File: config.mk
export PLATFORM = sky130hd
export DESIGN_NAME = bptc_delay
export DESIGN_NICKNAME = d
export VERILOG_FILES = /design/src/sv/bptc_pkg.sv /design/src/sv/bptc_delay.sv
export SDC_FILE = /design/constraint.sdc
export NUM_CORES = 1
export LEC_CHECK = 0
export ABC_AREA = 1
export BUFFER_PORTS_ARGS = -buffer_cell sky130_fd_sc_hd__buf_2
export CORE_UTILIZATION = 50
export CTS_CLUSTER_DIAMETER = 60
export DETAILED_ROUTE_END_ITERATION = 6
export HOLD_SLACK_MARGIN = 0.1
export PLACE_DENSITY_LB_ADDON = 0.2
export SLEW_MARGIN = 20
export SYNTH_ARGS = -nofsm -noshare
export SYNTH_HDL_FRONTEND = slang
export SYNTH_SLANG_ARGS = --single-unit
File: constraint.sdc
create_clock -name aclk -period 0.8 [get_ports aclk]
set_input_delay 0 -clock aclk [delete_from_list [all_inputs] [get_ports aclk]]
set_output_delay 0 -clock aclk [all_outputs]
set_load 0.01 [all_outputs]
File: src/sv/bptc_pkg.sv
// Shared constants, the reciprocal table and small helpers for the
// barometric pressure and temperature compensation pipeline.
// No dependencies; every other file refers to it by scoped names.
package bptc_pkg;

    // Default number of fractional bits of the fixed-point datapath.
    localparam int FRAC_BITS_DEF = 30;

    localparam int RAW_W      = 24;   // raw reading width
    localparam int RATE_W     = 3;    // oversampling index width
    localparam int RECIP_BITS = 48;   // reciprocals are scaled by 2^48
    localparam int RECIP_W    = 31;   // largest reciprocal is below 2^31
    localparam int Q_W        = 64;   // saturating internal word
    localparam int OUT_W      = 32;   // result field width

    localparam int C12_W = 12;
    localparam int C16_W = 16;
    localparam int C20_W = 20;

    localparam int S_DATA_W   = 48;
    localparam int M_DATA_W   = 64;
    localparam int CFG_IDX_W  = 3;
    localparam int CFG_DATA_W = 64;

    // Configuration register indexes.
    localparam logic [CFG_IDX_W-1:0] REG_COEF_A     = 3'd0;
    localparam logic [CFG_IDX_W-1:0] REG_COEF_B     = 3'd1;
    localparam logic [CFG_IDX_W-1:0] REG_COEF_C     = 3'd2;
    localparam logic [CFG_IDX_W-1:0] REG_TEMP_RATE  = 3'd3;
    localparam logic [CFG_IDX_W-1:0] REG_PRESS_RATE = 3'd4;

    // Register stages from an accepted item to the last pipeline stage.
    localparam int PIPE_DEPTH = 19;

    // Scale factors selected by the oversampling index.
    localparam longint unsigned SCALE_0 = 64'd524288;
    localparam longint unsigned SCALE_1 = 64'd1572864;
    localparam longint unsigned SCALE_2 = 64'd3670016;
    localparam longint unsigned SCALE_3 = 64'd7864320;
    localparam longint unsigned SCALE_4 = 64'd253952;
    localparam longint unsigned SCALE_5 = 64'd516096;
    localparam longint unsigned SCALE_6 = 64'd1040384;
    localparam longint unsigned SCALE_7 = 64'd2088960;

    localparam longint unsigned RECIP_ONE = 64'd1 << RECIP_BITS;

    // Reciprocals rounded to nearest, halves up.
    localparam logic [RECIP_W-1:0] RECIP_0 = RECIP_W'((RECIP_ONE + SCALE_0 / 2) / SCALE_0);
    localparam logic [RECIP_W-1:0] RECIP_1 = RECIP_W'((RECIP_ONE + SCALE_1 / 2) / SCALE_1);
    localparam logic [RECIP_W-1:0] RECIP_2 = RECIP_W'((RECIP_ONE + SCALE_2 / 2) / SCALE_2);
    localparam logic [RECIP_W-1:0] RECIP_3 = RECIP_W'((RECIP_ONE + SCALE_3 / 2) / SCALE_3);
    localparam logic [RECIP_W-1:0] RECIP_4 = RECIP_W'((RECIP_ONE + SCALE_4 / 2) / SCALE_4);
    localparam logic [RECIP_W-1:0] RECIP_5 = RECIP_W'((RECIP_ONE + SCALE_5 / 2) / SCALE_5);
    localparam logic [RECIP_W-1:0] RECIP_6 = RECIP_W'((RECIP_ONE + SCALE_6 / 2) / SCALE_6);
    localparam logic [RECIP_W-1:0] RECIP_7 = RECIP_W'((RECIP_ONE + SCALE_7 / 2) / SCALE_7);

    function automatic logic [RECIP_W-1:0] recip_lookup(input logic [RATE_W-1:0] idx);
        case (idx)
            3'd0:    return RECIP_0;
            3'd1:    return RECIP_1;
            3'd2:    return RECIP_2;
            3'd3:    return RECIP_3;
            3'd4:    return RECIP_4;
            3'd5:    return RECIP_5;
            3'd6:    return RECIP_6;
            3'd7:    return RECIP_7;
            default: return RECIP_0;
        endcase
    endfunction

    // Magnitude of a signed word; the most negative value maps to 2^63.
    function automatic logic [Q_W-1:0] mag64(input logic signed [Q_W-1:0] v);
        return v[Q_W-1] ? Q_W'(-v) : Q_W'(v);
    endfunction

endpackage

File: src/sv/bptc_delay.sv
// Enable-gated register delay line used to keep operands aligned with
// the pipeline stage that consumes them. Uses bptc_pkg for its default width.
module bptc_delay #(
    parameter int WIDTH = bptc_pkg::Q_W,
    parameter int DEPTH = 2
) (
    input  logic             aclk,
    input  logic             en,
    input  logic [WIDTH-1:0] din,
    output logic [WIDTH-1:0] dout
);

    logic [WIDTH-1:0] tap_reg [DEPTH];

    always_ff @(posedge aclk) begin
        if (en) begin
            tap_reg[0] <= din;
            for (int i = 1; i < DEPTH; i++) begin
                tap_reg[i] <= tap_reg[i-1];
            end
        end
    end

    assign dout = tap_reg[DEPTH-1];

endmodule

==> impl_metrics.yaml <==
status:
  status: "finished with violations"
  violations: "negative setup slack"
layout:
  largest_register_ffs: 128
  fillers: 534
  finalNetCount: 414
  drive_above_1_share: 0.452
  multiInputGateArea_sq_um: 0
  fin_util: 0.717
  multi_input_cells: 0
  diodes: 0
  instances_no_fill: 466
  syn2layout_area_growth_pct: 37.6
logic_synthesis:
  ys_top_cells_by_count: "edfxtp_1 (128), buf_4 (64)"
  ys_seq_elements: 128
  syn_nets: 258
  syn_area_sq_um: 4320
  synth_edf_count: 128
  synth_top_area_cell: "edfxtp_1"
  synth_warnings: 0
  synthDominantCellAreaShare: 0.889
  async_flop_share: 0
  synth_cell_types: 2
  yosysSeqAreaShare: 0.889
  synth.area.top_cells: "edfxtp_1 (89%), buf_4 (11%)"
  synth_most_common_cell: "edfxtp_1"
  synth_cells: 192
  synth_flop_cell: "edfxtp_1"
  post_synth.cell_area_avg_sq_um: 22.5
route:
  dr.pass1.iters: 5
  vias: 1980
  drtAntennaViolNets: 0
  wl_um: 6480
  vias_per_cell: 4.25
  drtIter0Drc: 99
  wl_per_cell_um: 13.9
  drc: 0
sta:
  fmax_ghz: 0.973
  setup_ws_ns: -0.227
  slew_viol_final: 0
  setup_violations: 64
  fin_crit_sh: 1.28
  period_minus_slack_ns: 1.03
  hold_viol: 0
  tns_ns: -12.65
  rsz0062_at_grt: "yes"
  max_slew_margin: 0.816
  worst_pin_slew_ns: 0.277
  fin_skew_ns: 0.0135
clock_network:
  clockBufferDepth: 2
  clock_latency_ns: 0.50
  post-cts-setup-buffers: 0
  clockRootBuffer: "clkbuf_8"
  clk_pin_slew_ns: 0.05
  h-tree-depth: 4
  cts_tree: "yes"
  cts_made_buffers: 17
  clock_sinks: 128
worst_setup_path:
  critical-path-top-delay-family: "flip-flops"
  cp-end-kind: "output pin"
  crit_type: "reg2out"
  slowest_delay_ns: 0.38
  path_max_fanout: 1
  startpoint: "tap_reg[0][83]"
  cp_num_buf_inv: 1
  critPathArrivalTime_ns: 1.03
  crit_chain: "buf_2"
  timing.rr.start: "tap_reg[0][27]"
  cp_slowest_cell: "edfxtp_1"
  required_ns: 0.80
  crit_path_start_kind: "flop"
power:
  intPower_mw: 12.9
  p_leak_nw: 2.36
  fin_total_pwr_mw: 15.9
  switching_share: 0.192
  p_switching_mw: 3.06
  ir_drop_mv: 1.61
  power_density_nw_per_um2: 2680
  power_frac_clock: 0.435
  pwr-share-seq: 0.507
  comb_power_share: 0.058
hold_path:
  hp-class: "in2reg"
  worstHoldStart: "din[55]"
global_routing:
  overflow: 0
  grtUsageTotal: 0.150
  grt_max_degree: 37
  grt_pass1_vias: 1947
  grt_pass1_wl_um: 9170
  antenna_found_initial: 0
floorplan:
  die-area_sq_um: 9020
  start_util: 0.521
  die_w_um: 95.0
  rows: 33
  die_h_um: 95.0
  ioPinCount: 130
  core_sq_um: 8300
placed_design:
  place.gp.congestion: 0.632
  port_buffers: 129
  dpl.hpwl_um: 3640
  dp_cells: 368
run:
  drv_cap: 0
final cells by class:
cell class / count / area, sq um / share of cell area
repair buffers: 201 / 1430 / 0.240
clock buffers: 21 / 429 / 0.0721
well taps: 105 / 131 / 0.0221
flip-flops and latches: 128 / 3840 / 0.646
clock inverters: 11 / 116 / 0.0196
power groups by stage:
stage	registers [mW]	clock network (mW)	logic, mW
after detailed placement	8.21	0	0.657
final	8.07	6.93	0.931
after global placement	8.18	0	0.651
after CTS	8.08	7.06	0.906
after global routing	8.11	7.36	1.01
after floorplan	8.18	0	0.406
metrics by stage:
stage	hold WS (ns)	area, sq um	setup slack (ns)
6_report	0.208	5950	-0.227
5_1_grt	0.189	5950	-0.278
3_3_place_gp	0.176	4710	0.0694
2_1_floorplan	0.0989	4320	0.211
3_5_place_dp	0.178	4710	0.0631
4_1_cts	0.177	5900	-0.253
path summary, 6_finish.rpt:
| path | to | slack, ns | depth (start not counted) |
|---|---|---|---|
| setup reg to reg | tap_reg[0][91] | 0.15 | 0 |
| setup / recovery | dout[19] | -0.23 | 1 |
| hold / removal | tap_reg[0][55] | 0.21 | 2 |
| hold reg to reg | tap_reg[0][116] | 0.41 | 0 |
timing repair:
item | CTS | global route
endpoints found under the hold margin | 192 | 0
gates resized for setup | 0 | 6
gates cloned | 0 | 1
endpoints found under the setup margin | 64 | 75
hold buffers | 65 | 0
cell usage in the layout, fill, tap and decap left out:
cell             n
buf_12           3
buf_2          125
buf_4            3
buf_6            4
bufinv_16        2
clkbuf_1         4
clkbuf_16       17
clkbuf_8         1
clkinv_1         1
clkinv_2         4
clkinv_4         2
clkinvlp_4       2
dlygate4sd3_1   65
edfxtp_1       128
logic make-up after synthesis:
group,after synthesis,synth area share
buffers and inverters,64,0.111
flip-flops,128,0.889
metal layers:
layer,wire [um],GRT usage,up-vias
met2,3300,0.245,84
met3,540,0.0781,7
li1,-,-,971
met1,2560,0.156,918
met5,0,0,-
met4,73,0.0833,0
Note: power is estimated with default switching activity, not from simulation.
