**config.mk**
```make
export PLATFORM = sky130hd
export DESIGN_NAME = bptc_scale
export DESIGN_NICKNAME = d
export VERILOG_FILES = /design/src/sv/bptc_pkg.sv /design/src/sv/bptc_scale.sv
export SDC_FILE = /design/constraint.sdc
export NUM_CORES = 2
export LEC_CHECK = 0
export ABC_AREA = 1
export BUFFER_PORTS_ARGS = -buffer_cell sky130_fd_sc_hd__clkbuf_2
export CAP_MARGIN = 20
export CORE_UTILIZATION = 61
export CTS_BUF_LIST = sky130_fd_sc_hd__clkbuf_8
export CTS_CLUSTER_SIZE = 14
export DETAILED_ROUTE_END_ITERATION = 7
export GPL_ROUTABILITY_DRIVEN = 0
export PLACE_DENSITY = 0.88
export SLEW_MARGIN = 20
export SYNTH_ARGS = -nofsm -noshare
export SYNTH_HDL_FRONTEND = slang
export SYNTH_SLANG_ARGS = --single-unit
```
**constraint.sdc**
```tcl
create_clock -name aclk -period 15.5 [get_ports aclk]
set_input_delay 1.55 -clock aclk [delete_from_list [all_inputs] [get_ports aclk]]
set_output_delay 1.55 -clock aclk [all_outputs]
set_load 0.05 [all_outputs]
```
**src/sv/bptc_pkg.sv**
```systemverilog
// Shared constants, the reciprocal table and small helpers for the
// barometric pressure and temperature compensation pipeline.
// No dependencies; every other file refers to it by scoped names.
package bptc_pkg;

    // Default number of fractional bits of the fixed-point datapath.
    localparam int FRAC_BITS_DEF = 30;

    localparam int RAW_W      = 24;   // raw reading width
    localparam int RATE_W     = 3;    // oversampling index width
    localparam int RECIP_BITS = 48;   // reciprocals are scaled by 2^48
    localparam int RECIP_W    = 31;   // largest reciprocal is below 2^31
    localparam int Q_W        = 64;   // saturating internal word
    localparam int OUT_W      = 32;   // result field width

    localparam int C12_W = 12;
    localparam int C16_W = 16;
    localparam int C20_W = 20;

    localparam int S_DATA_W   = 48;
    localparam int M_DATA_W   = 64;
    localparam int CFG_IDX_W  = 3;
    localparam int CFG_DATA_W = 64;

    // Configuration register indexes.
    localparam logic [CFG_IDX_W-1:0] REG_COEF_A     = 3'd0;
    localparam logic [CFG_IDX_W-1:0] REG_COEF_B     = 3'd1;
    localparam logic [CFG_IDX_W-1:0] REG_COEF_C     = 3'd2;
    localparam logic [CFG_IDX_W-1:0] REG_TEMP_RATE  = 3'd3;
    localparam logic [CFG_IDX_W-1:0] REG_PRESS_RATE = 3'd4;

    // Register stages from an accepted item to the last pipeline stage.
    localparam int PIPE_DEPTH = 19;

    // Scale factors selected by the oversampling index.
    localparam longint unsigned SCALE_0 = 64'd524288;
    localparam longint unsigned SCALE_1 = 64'd1572864;
    localparam longint unsigned SCALE_2 = 64'd3670016;
    localparam longint unsigned SCALE_3 = 64'd7864320;
    localparam longint unsigned SCALE_4 = 64'd253952;
    localparam longint unsigned SCALE_5 = 64'd516096;
    localparam longint unsigned SCALE_6 = 64'd1040384;
    localparam longint unsigned SCALE_7 = 64'd2088960;

    localparam longint unsigned RECIP_ONE = 64'd1 << RECIP_BITS;

    // Reciprocals rounded to nearest, halves up.
    localparam logic [RECIP_W-1:0] RECIP_0 = RECIP_W'((RECIP_ONE + SCALE_0 / 2) / SCALE_0);
    localparam logic [RECIP_W-1:0] RECIP_1 = RECIP_W'((RECIP_ONE + SCALE_1 / 2) / SCALE_1);
    localparam logic [RECIP_W-1:0] RECIP_2 = RECIP_W'((RECIP_ONE + SCALE_2 / 2) / SCALE_2);
    localparam logic [RECIP_W-1:0] RECIP_3 = RECIP_W'((RECIP_ONE + SCALE_3 / 2) / SCALE_3);
    localparam logic [RECIP_W-1:0] RECIP_4 = RECIP_W'((RECIP_ONE + SCALE_4 / 2) / SCALE_4);
    localparam logic [RECIP_W-1:0] RECIP_5 = RECIP_W'((RECIP_ONE + SCALE_5 / 2) / SCALE_5);
    localparam logic [RECIP_W-1:0] RECIP_6 = RECIP_W'((RECIP_ONE + SCALE_6 / 2) / SCALE_6);
    localparam logic [RECIP_W-1:0] RECIP_7 = RECIP_W'((RECIP_ONE + SCALE_7 / 2) / SCALE_7);

    function automatic logic [RECIP_W-1:0] recip_lookup(input logic [RATE_W-1:0] idx);
        case (idx)
            3'd0:    return RECIP_0;
            3'd1:    return RECIP_1;
            3'd2:    return RECIP_2;
            3'd3:    return RECIP_3;
            3'd4:    return RECIP_4;
            3'd5:    return RECIP_5;
            3'd6:    return RECIP_6;
            3'd7:    return RECIP_7;
            default: return RECIP_0;
        endcase
    endfunction

    // Magnitude of a signed word; the most negative value maps to 2^63.
    function automatic logic [Q_W-1:0] mag64(input logic signed [Q_W-1:0] v);
        return v[Q_W-1] ? Q_W'(-v) : Q_W'(v);
    endfunction

endpackage

```
**src/sv/bptc_scale.sv**
```systemverilog
// Three-stage scaler: raw 24-bit reading times the reciprocal of its
// oversampling scale factor, giving a Q(FRAC_BITS) value. Uses bptc_pkg.
module bptc_scale #(
    parameter int FRAC_BITS = bptc_pkg::FRAC_BITS_DEF
) (
    input  logic                                aclk,
    input  logic                                en,
    input  logic signed [bptc_pkg::RAW_W-1:0]   raw_in,
    input  logic        [bptc_pkg::RATE_W-1:0]  rate_idx,
    output logic signed [FRAC_BITS+6:0]         scaled
);

    localparam int RAW_W  = bptc_pkg::RAW_W;
    localparam int RCP_W  = bptc_pkg::RECIP_W;
    localparam int PROD_W = RAW_W + RCP_W;
    localparam int PW     = FRAC_BITS + 7;
    localparam int SHIFT  = bptc_pkg::RECIP_BITS - FRAC_BITS;

    logic [RAW_W-1:0]  mag_reg, mag_next;
    logic [RCP_W-1:0]  recip_reg, recip_next;
    logic              neg1_reg;
    logic [PROD_W-1:0] prod_reg, prod_next;
    logic              neg2_reg;
    logic [PW-1:0]     sh;
    logic signed [PW-1:0] scaled_reg, scaled_next;

    always_comb begin
        mag_next    = raw_in[RAW_W-1] ? RAW_W'(-raw_in) : RAW_W'(raw_in);
        recip_next  = bptc_pkg::recip_lookup(rate_idx);
        prod_next   = PROD_W'(mag_reg) * PROD_W'(recip_reg);
        sh          = PW'(prod_reg >> SHIFT);
        scaled_next = neg2_reg ? $signed(-sh) : $signed(sh);
    end

    always_ff @(posedge aclk) begin
        if (en) begin
            mag_reg    <= mag_next;
            recip_reg  <= recip_next;
            neg1_reg   <= raw_in[RAW_W-1];
            prod_reg   <= prod_next;
            neg2_reg   <= neg1_reg;
            scaled_reg <= scaled_next;
        end
    end

    assign scaled = scaled_reg;

endmodule

```
==> results.txt <==
Netlist cell types: 35
HP Class: register to register
Post CTS Setup Buffer Count: 0
Root buffer cell: clkbuf_8
Die area: 0.0456 sq mm
Setup TNS: 0 ps
Setup violations, final: 0
Worst Path Class, Setup: register to register
Maximum clock path buffer count: 2
Nets: 4276
Global route overflow: 0
Async S/R FF share, synth: 0%
Synth Warn #: 0
Vias in the first global route: 23900
Chip height: 214 microns
Outcome: finished, violations left
Initial antenna violation count: 2
Vias/cell: 5.62
Final std cells w/o fill: 4058
DRC Markers: 52
Final hold violations: 0
CP Data Required Time: 15730 ps
Port bufs: 65
Worst-Margin Slew: 1170 ps
Kind of end point of the critical path: register
Placed cell count: 4024
Failing checks: design-rule violations
CTS clk-pin slew, worst paths: 70 ps
Post-synthesis sequential area ratio: 12.9%
Yosys reg bits: 117
Area of the mapped netlist: 0.0273 sq mm
Syn Nets: 4253
Area grow syn2layout: 4.79%
Unrepaired setup endpoints after global routing: no
Detail Placement HPWL: 68100 microns
Antenna-violating nets left: 0
Share of layout cells above drive strength 1: 3.93%
Drt wl/cell: 20.5 microns
Die width: 214 microns
Maximum number of pins on one net before global-route repair: 72
CP cell instances: nand2_1, inv_1, fa_1, inv_1, fa_1, fa_1, fa_1, inv_1, fa_1, inv_1, fa_1, fa_1, inv_1, ha_1, a21o_1, nor2_1, a21boi_0, nand2_1, a21oi_1, nand2_1, nand2_1, nand2_1
Worst skew pair latency: 480 ps
Core ar.: 0.0442 sq mm
Mean area per synthesized cell: 7.97 sq um
First drt pass iteration count: 8
Maxcap violations: 0
Starting DRT DRC Count: 3062
Max transition margin: 21.9%
Num rows: 77
Pins Over Slew Limit: 0
Io pins: 66
GRT Overall Usage: 38.5%
Slowest stage cell, crit path: edfxtp_1
CP dominant cell by count: fa_1
Final instance area: 0.0286 sq mm
Post-synth EDFFs: 117
Cells after Synth: 3428
Crit path time final: 7410 ps
Fmax: 135 MHz
H-tree depth: 4
Final cycle utilization of the critical path: 47.8%
Placement Cell Area: 0.0282 sq mm
Critical Path AT: 7630 ps
First-pass GRT wire length: 128000 microns
Critical Path Max Stage Delay: 1130 ps
Clk sink count: 117
Top_reg_cell synth: edfxtp_1
# fillers: 3292
CTS tree: done
Vias post-DR: 22800
Initial Util: 61.8%
Crit Path Max Fanout: 24
# resized after CTS: 0
Cts bufs inserted: 17
Clock Skew: 24.2 ps
Setup crit start kind: register
Post-Route WL: 83200 microns
# hold bufs at CTS: 0
==> routing by layer <==
| layer | part of all wire, % | wire, microns | vias up | track usage [%] |
|---|---|---|---|---|
| met5 | 0.016 | 13 | - | 0 |
| met4 | 9.6 | 7970 | 2 | 29.9 |
| met3 | 15 | 12700 | 527 | 15.5 |
| met2 | 42 | 35200 | 1777 | 57.6 |
| met1 | 33 | 27300 | 10600 | 44.1 |
| li1 | - | - | 9877 | - |
==> path summary, 6_finish.rpt <==
| check | start | slack, ps | cells past startpoint | endpoint |
|---|---|---|---|---|
| worst min-delay path | neg1_reg$_DFFE_PP_ | 430 | 0 | neg2_reg$_DFFE_PP_ |
| worst max register to register | recip_reg[27]$_DFFE_PP_ | 8090 | 22 | prod_reg[52]$_DFFE_PP_ |
| worst max-delay path | recip_reg[27]$_DFFE_PP_ | 8090 | 22 | prod_reg[52]$_DFFE_PP_ |
| worst min register to register | neg1_reg$_DFFE_PP_ | 430 | 0 | neg2_reg$_DFFE_PP_ |
==> final cells by class <==
| class | count | area [sq um] | share of cell area (%) |
|---|---|---|---|
| clock buffers | 17 | 234 | 0.818 |
| well taps | 592 | 741 | 2.59 |
| repair buffers | 92 | 531 | 1.85 |
| flip-flops and latches | 117 | 3510 | 12.3 |
| inverters | 1196 | 4490 | 15.7 |
| diodes | 2 | 5.00 | 0.0175 |
| clock inverters | 15 | 130 | 0.455 |
| multi-input cells | 2027 | 19000 | 66.3 |
==> stage by stage <==
stage                     hold WS [ps]  worst slack (ps)  utilization, %
after floorplan                    400              9440               -
after global placement             404              8490            63.9
after detailed placement           409              8420            63.9
after CTS                          431              8340            64.7
after global routing               436              7880            64.7
final                              432              8090            64.7
==> cells in the final DEF (no fill, tap or decap), drive strengths merged <==
cell type and n:
nand3b 2, diode 2, bufinv 1, clkinv 7, nand3 61, nor3 19, inv 1199, fa 463
a31oi 3, a21oi 76, nor2 187, clkinvlp 4, and3 1, nand4 20, a21boi 6, ha 333
xor2 64, or2 3, nor4 8, o21ai 74, o211ai 1, o21bai 6, edfxtp 117, buf 28
clkbuf 81, nand2 670, xnor2 17, a21o 6, o21a 4, o31ai 3
==> cell families after synthesis <==
kind of cell,Yosys count,share of synthesized area (%)
buffers and inverters,1284,17.7
and+or+nand+nor,971,14.1
adders and majority gates,796,49.2
AOI/OAI and AO/OA,179,3.55
DFF,117,12.9
xor gates and xnor gates,81,2.60
==> synthesized netlist by cell type (2+ instances only) <==
master / instances / area share, %
inv_1: 1193 / 16
nand2_1: 667 / 9.2
fa_1: 463 / 34
ha_1: 333 / 15
nor2_1: 182 / 2.5
edfxtp_1: 117 / 13
clkbuf_1: 86 / 1.2
a21oi_1: 76 / 1.4
o21ai_0: 68 / 1.2
xor2_1: 64 / 2.1
nand3_1: 61 / 1.1
nand4_1: 20 / 0.46
nor3_1: 18 / 0.33
xnor2_1: 17 / 0.55
nor4_1: 8 / 0.18
a21boi_0: 6 / 0.16
a21o_1: 6 / 0.16
o21bai_1: 6 / 0.16
o21ai_1: 5 / 0.092
nor2_2: 4 / 0.092
o21a_1: 4 / 0.11
a31oi_1: 3 / 0.069
nand2_2: 3 / 0.069
o31ai_1: 3 / 0.082
buf_2: 2 / 0.037
inv_2: 2 / 0.027
nand3b_1: 2 / 0.055
or2_2: 2 / 0.046
==> worst max-delay path, delay by kind of cell, from the launching register on <==
kind / cells / cell delay [ps]
adder cells (fa/ha/maj): 8 / 3970
flip-flops: 1 / 1130
AO/OA/AOI/OAI: 3 / 790
AND/OR/NAND/NOR: 6 / 740
buffers and inverters: 5 / 530
Power is left out: the tool's default activity adds up to more than one toggle a clock period on the data nets, which glitch-free logic cannot reach.
