File: src/sv/bptc_pkg.sv
// Shared constants, the reciprocal table and small helpers for the
// barometric pressure and temperature compensation pipeline.
// No dependencies; every other file refers to it by scoped names.
package bptc_pkg;

    // Default number of fractional bits of the fixed-point datapath.
    localparam int FRAC_BITS_DEF = 30;

    localparam int RAW_W      = 24;   // raw reading width
    localparam int RATE_W     = 3;    // oversampling index width
    localparam int RECIP_BITS = 48;   // reciprocals are scaled by 2^48
    localparam int RECIP_W    = 31;   // largest reciprocal is below 2^31
    localparam int Q_W        = 64;   // saturating internal word
    localparam int OUT_W      = 32;   // result field width

    localparam int C12_W = 12;
    localparam int C16_W = 16;
    localparam int C20_W = 20;

    localparam int S_DATA_W   = 48;
    localparam int M_DATA_W   = 64;
    localparam int CFG_IDX_W  = 3;
    localparam int CFG_DATA_W = 64;

    // Configuration register indexes.
    localparam logic [CFG_IDX_W-1:0] REG_COEF_A     = 3'd0;
    localparam logic [CFG_IDX_W-1:0] REG_COEF_B     = 3'd1;
    localparam logic [CFG_IDX_W-1:0] REG_COEF_C     = 3'd2;
    localparam logic [CFG_IDX_W-1:0] REG_TEMP_RATE  = 3'd3;
    localparam logic [CFG_IDX_W-1:0] REG_PRESS_RATE = 3'd4;

    // Register stages from an accepted item to the last pipeline stage.
    localparam int PIPE_DEPTH = 19;

    // Scale factors selected by the oversampling index.
    localparam longint unsigned SCALE_0 = 64'd524288;
    localparam longint unsigned SCALE_1 = 64'd1572864;
    localparam longint unsigned SCALE_2 = 64'd3670016;
    localparam longint unsigned SCALE_3 = 64'd7864320;
    localparam longint unsigned SCALE_4 = 64'd253952;
    localparam longint unsigned SCALE_5 = 64'd516096;
    localparam longint unsigned SCALE_6 = 64'd1040384;
    localparam longint unsigned SCALE_7 = 64'd2088960;

    localparam longint unsigned RECIP_ONE = 64'd1 << RECIP_BITS;

    // Reciprocals rounded to nearest, halves up.
    localparam logic [RECIP_W-1:0] RECIP_0 = RECIP_W'((RECIP_ONE + SCALE_0 / 2) / SCALE_0);
    localparam logic [RECIP_W-1:0] RECIP_1 = RECIP_W'((RECIP_ONE + SCALE_1 / 2) / SCALE_1);
    localparam logic [RECIP_W-1:0] RECIP_2 = RECIP_W'((RECIP_ONE + SCALE_2 / 2) / SCALE_2);
    localparam logic [RECIP_W-1:0] RECIP_3 = RECIP_W'((RECIP_ONE + SCALE_3 / 2) / SCALE_3);
    localparam logic [RECIP_W-1:0] RECIP_4 = RECIP_W'((RECIP_ONE + SCALE_4 / 2) / SCALE_4);
    localparam logic [RECIP_W-1:0] RECIP_5 = RECIP_W'((RECIP_ONE + SCALE_5 / 2) / SCALE_5);
    localparam logic [RECIP_W-1:0] RECIP_6 = RECIP_W'((RECIP_ONE + SCALE_6 / 2) / SCALE_6);
    localparam logic [RECIP_W-1:0] RECIP_7 = RECIP_W'((RECIP_ONE + SCALE_7 / 2) / SCALE_7);

    function automatic logic [RECIP_W-1:0] recip_lookup(input logic [RATE_W-1:0] idx);
        case (idx)
            3'd0:    return RECIP_0;
            3'd1:    return RECIP_1;
            3'd2:    return RECIP_2;
            3'd3:    return RECIP_3;
            3'd4:    return RECIP_4;
            3'd5:    return RECIP_5;
            3'd6:    return RECIP_6;
            3'd7:    return RECIP_7;
            default: return RECIP_0;
        endcase
    endfunction

    // Magnitude of a signed word; the most negative value maps to 2^63.
    function automatic logic [Q_W-1:0] mag64(input logic signed [Q_W-1:0] v);
        return v[Q_W-1] ? Q_W'(-v) : Q_W'(v);
    endfunction

endpackage

File: src/sv/bptc_muli.sv
// Two-stage exact product of a signed calibration coefficient and a
// Q(FRAC_BITS) value, plus an addend. The Q operand is split in two halves
// so each partial multiplier stays narrow. Uses bptc_pkg.
module bptc_muli #(
    parameter int CW = bptc_pkg::C16_W,
    parameter int QW = bptc_pkg::FRAC_BITS_DEF + 7
) (
    input  logic                            aclk,
    input  logic                            en,
    input  logic signed [CW-1:0]            coef,
    input  logic signed [QW-1:0]            q,
    input  logic signed [bptc_pkg::Q_W-1:0] addend,
    output logic signed [bptc_pkg::Q_W-1:0] y
);

    localparam int OW   = bptc_pkg::Q_W;
    localparam int LO   = QW / 2;
    localparam int HW   = QW - LO;
    localparam int LO_P = CW + LO + 1;
    localparam int HI_P = CW + HW;

    logic signed [LO:0]      q_lo;
    logic signed [HW-1:0]    q_hi;
    logic signed [LO_P-1:0]  pp_lo_reg, pp_lo_next;
    logic signed [HI_P-1:0]  pp_hi_reg, pp_hi_next;
    logic signed [OW-1:0]    add_reg;
    logic signed [OW-1:0]    y_reg, y_next;

    always_comb begin
        q_lo       = $signed({1'b0, q[LO-1:0]});
        q_hi       = q[QW-1:LO];
        pp_lo_next = LO_P'(coef) * LO_P'(q_lo);
        pp_hi_next = HI_P'(coef) * HI_P'(q_hi);
        y_next     = (OW'(pp_hi_reg) <<< LO) + OW'(pp_lo_reg) + add_reg;
    end

    always_ff @(posedge aclk) begin
        if (en) begin
            pp_lo_reg <= pp_lo_next;
            pp_hi_reg <= pp_hi_next;
            add_reg   <= addend;
            y_reg     <= y_next;
        end
    end

    assign y = y_reg;

endmodule

File: config.mk
export PLATFORM = sky130hd
export DESIGN_NAME = bptc_muli
export DESIGN_NICKNAME = d
export VERILOG_FILES = /design/src/sv/bptc_pkg.sv /design/src/sv/bptc_muli.sv
export SDC_FILE = /design/constraint.sdc
export NUM_CORES = 2
export LEC_CHECK = 0
export BUFFER_PORTS_ARGS = -buffer_cell sky130_fd_sc_hd__buf_2
export CAP_MARGIN = 25
export CORE_UTILIZATION = 69
export DETAILED_ROUTE_END_ITERATION = 10
export PLACE_DENSITY_LB_ADDON = 0.2
export SYNTH_ARGS = -nofsm -noshare
export SYNTH_HDL_FRONTEND = slang
export SYNTH_SLANG_ARGS = --single-unit
File: constraint.sdc
create_clock -name aclk -period 17.3 [get_ports aclk]
set_input_delay 0.865 -clock aclk [delete_from_list [all_inputs] [get_ports aclk]]
set_output_delay 0.865 -clock aclk [all_outputs]
set_load 0.1 [all_outputs]
==> impl.org <==
** Layout
- FF+latch area :: 5950 um^2
- With fillers left out, the area of the finished cells amounts to 33600 um^2.
- Fraction of final layout cells with drive strength greater than 1 :: 7.82%
- Filler cells :: 3281
- Summing all multi-input logic gate instances after layout gives 23000 um^2.
- The area growth from synthesis to layout is 5.58%.
- The final layout contains 4209 nets.
- Cells fill 73.9% of the core in the end.

** Die
- For this configuration, the core starts out at a cell density of 70.0%.
- Core Area :: 45400 um^2
- For this design the top-level I/O count stands at 183.
- Die Y :: 217 um
- Row generation in the floorplan step produced 78 rows.
- The die is 217 um wide.
- Area of the die :: 46900 um^2

** Clock tree
- Hold repair after CTS inserted 0 buffers.
- In this run, CTS created clock tree buffers numbering 17.
- At the later pin of the worst-skew pair, clock insertion delay measures 0.45 ns.
- The clock passes through at most 2 buffers.
- The root buffer cell chosen for the clock tree is clkbuf_16.
- CTS built an H-tree with a depth of 4.
- For this design, the sink count on the clock tree is 198.
- Number of cells upsized or downsized after cts :: 0
- CTS tree :: yes
- Number of buffers inserted to repair setup after CTS :: 0
- Clock-pin slew reported for the worst setup and hold paths after clock tree synthesis :: 0.07 ns

** Critical path
- Tracing the worst setup path back leads to its startpoint at coef[1].
- Arrival time at the worst endpoint :: 7.40 ns
- The most critical setup path has its endpoint at pp_hi_reg[34].
- Worst setup EP type :: flop
- Critical R2R Launch :: pp_lo_reg[34]
- The worst register-to-register path has a setup slack of 12.91 ns.
- The number of cells on the worst reg-to-reg path is 11.
- Maximum fanout count along the critical path :: 37
- CP required :: 17.48 ns
- Startpoint class of the critical path :: primary input
- The worst setup path is of the primary input to flop kind.
- The worst register-to-register path ends at y[62].

** Yosys
- Counting every net in the synthesized netlist gives 4127.
- The synthesized netlist devotes 3.53% of its cell area to XOR and XNOR gates.
- Synthesized-area fraction occupied by and/or/nand/nor cells :: 12.8%
- For this run, the number of Yosys warnings is 0.
- Portion of netlist area occupied by mux cells :: 0.0354%
- Cell types with the largest area share after synthesis :: fa_1, edfxtp_1, ha_1
- After Yosys synthesis, full adders, half adders and majority gates account for 47.6% of the synthesized area.
- Primary FF master, synth :: edfxtp_1
- Gate count after technology mapping :: 3141
- In the synthesized netlist the async set-or-reset flop fraction comes to 0%.
- Library cell with the highest instance count after synthesis :: inv_1
- Counting instances in the post-synthesis netlist gives the leading cell types as inv_1, fa_1, nand2_1, ha_1, and2_1.
- Post-synth top area share :: 36.0%
- After synthesis, the largest family of logic cells by area is adder cells.
- Averaged over all synthesized cells, the footprint is 10.1 um^2.
- Summing the areas of all compound-gate instances in the mapped netlist gives 8.18% of the synthesized area.
- In this run the cell area of the synthesized design comes to 31800 um^2.
- Post-synth EDFFs :: 198
- The biggest area contributor in the post-synthesis netlist is fa_1.
- Count of different cell masters after synthesis :: 86
- Proportion of synthesized chip area in sequential cells :: 18.7%
- Synthesis inferred 198 register bits.

** Timing
- Setup repair after global routing left no endpoint under its margin.
- Maximum clock skew at final layout :: 0.0158 ns
- Setup slack closes at 10.08 ns.
- Timing would allow up to 139 MHz.
- Number of hold violations in the final report :: 0
- For the pin with the worst max-slew slack, the measured transition is 0.909 ns.
- Minimum clock period :: 7.22 ns
- Adding up every negative setup slack in the final design gives 0 ns.
- Setup violations, final :: 0
- In this run the tightest slew margin relative to its limit is 39.4%.
- Final Max Tran Viols :: 0
- Of the available clock period, the critical path in the final layout requires 41.7%.

** Detailed routing
- The first routing iteration left 1383 violations.
- Routed vias/inst :: 5.83
- The final layout contains routed wiring with a total length of 74200 um.
- After detailed routing, the number of remaining DRC violations is 0.
- ANT nets after route :: 0
- For this run, the detailed router's first-pass iteration total came to 6.
- After detailed routing, the average wire length per cell comes to 19.3 um.
- Detailed-route via count :: 22373

** Run
- Max-cap viol count :: 0

** Place
- At the end of routability-driven placement, the weighted congestion stood at 0.946.
- Detail Placement HPWL :: 58400 um
- Placed inst area :: 32900 um^2
- During placement, the flow inserted port buffers numbering 182.
- Before CTS, the worst setup slack after placement is 9.68 ns.

** Global route
- Remaining Overflow, GRT :: 0
- The via count of the first global-routing pass came to 24006.
- Initial antenna violation count :: 4
- Entering global routing, the biggest net connects 75 pins.
- Total GRT Usage :: 33.3%
- First-pass GRT wire length :: 122000 um

** Min path
- Type of the most critical hold path :: flop to flop

** Status
- Run status :: completed
-- kinds of logic (layout without fill, tap and decap cells) --
family	count (synthesis)	in the layout
multiplexers	1	1
XOR/XNOR	128	128
buffers and inverters	746	839
AO/OA/AOI/OAI	377	377
other	0	4
flip-flops	198	198
adder cells (fa/ha/maj)	867	867
AND/OR/NAND/NOR	824	824
-- layout make-up --
cell class                      count  area share (%)
Inverter                          623            6.97
Multi-Input combinational cell   2197            68.4
Clock buffer                       18            1.28
Sequential cell                   198            17.7
Timing Repair Buffer              186            2.83
Antenna cell                        4          0.0298
Tap cell                          600            2.24
Clock inverter                     12           0.526
-- how the worst min path moves through the flow --
stage / slack [ns] / endpoint / cells past startpoint / startpoint
global route: 0.58 / y[0] / 1 / add_reg[0]
global placement: 0.52 / y[0] / 1 / add_reg[0]
detailed placement: 0.53 / y[0] / 1 / add_reg[0]
finish: 0.56 / y[0] / 1 / add_reg[0]
floorplan: 0.51 / y[0] / 1 / add_reg[0]
CTS: 0.55 / y[0] / 1 / add_reg[0]
-- metrics by stage --
| step | hold slack (ns) | std cells |
|---|---|---|
| 2_1_floorplan | 0.513 | 3141 |
| 3_3_place_gp | 0.520 | 3804 |
| 3_5_place_dp | 0.533 | 3804 |
| 4_1_cts | 0.549 | 3834 |
| 5_1_grt | 0.579 | 3838 |
| 6_report | 0.556 | 3838 |
-- routing by layer --
metal  track usage (%)  part of all wire, %
met4              11.4                  2.9
met2              54.7                   48
met3              4.79                  7.9
met1              45.8                   42
met5                 0                    0
-- layout by cell type (no fill, tap or decap), types with 18 or more instances in the layout --
| cell type | netlist | final |
|---|---|---|
| nand3_1 | 19 | 19 |
| nand2_1 | 349 | 349 |
| and2_1 | 275 | 275 |
| edfxtp_1 | 198 | 198 |
| ha_1 | 295 | 295 |
| nand4_1 | 20 | 20 |
| nor2_1 | 76 | 76 |
| o21bai_1 | 18 | 18 |
| xnor2_1 | 92 | 92 |
| o21a_1 | 20 | 20 |
| nand2b_1 | 21 | 21 |
| buf_2 | 6 | 181 |
| xor2_1 | 36 | 36 |
| a21oi_1 | 104 | 104 |
| inv_1 | 622 | 622 |
| fa_1 | 572 | 572 |
| a21o_1 | 75 | 75 |
| o21ai_0 | 47 | 47 |
-- critical path: stages --
cell	delay [ns]
buf_2	0.63
nand2_1	0.20
fa_1	0.56
fa_1	0.53
fa_1	0.44
fa_1	0.50
inv_1	0.06
fa_1	0.53
inv_1	0.05
fa_1	0.47
inv_1	0.04
ha_1	0.34
and2_4	0.21
a221oi_1	0.26
o21ai_0	0.19
a31oi_2	0.32
o22ai_1	0.21
o211ai_2	0.24
o21ai_2	0.11
a2111oi_2	0.34
o21bai_1	0.13
xnor2_1	0.14
Power is not shown: default switching activity piles up to over one toggle a cycle in this logic, so the estimate is an artifact.
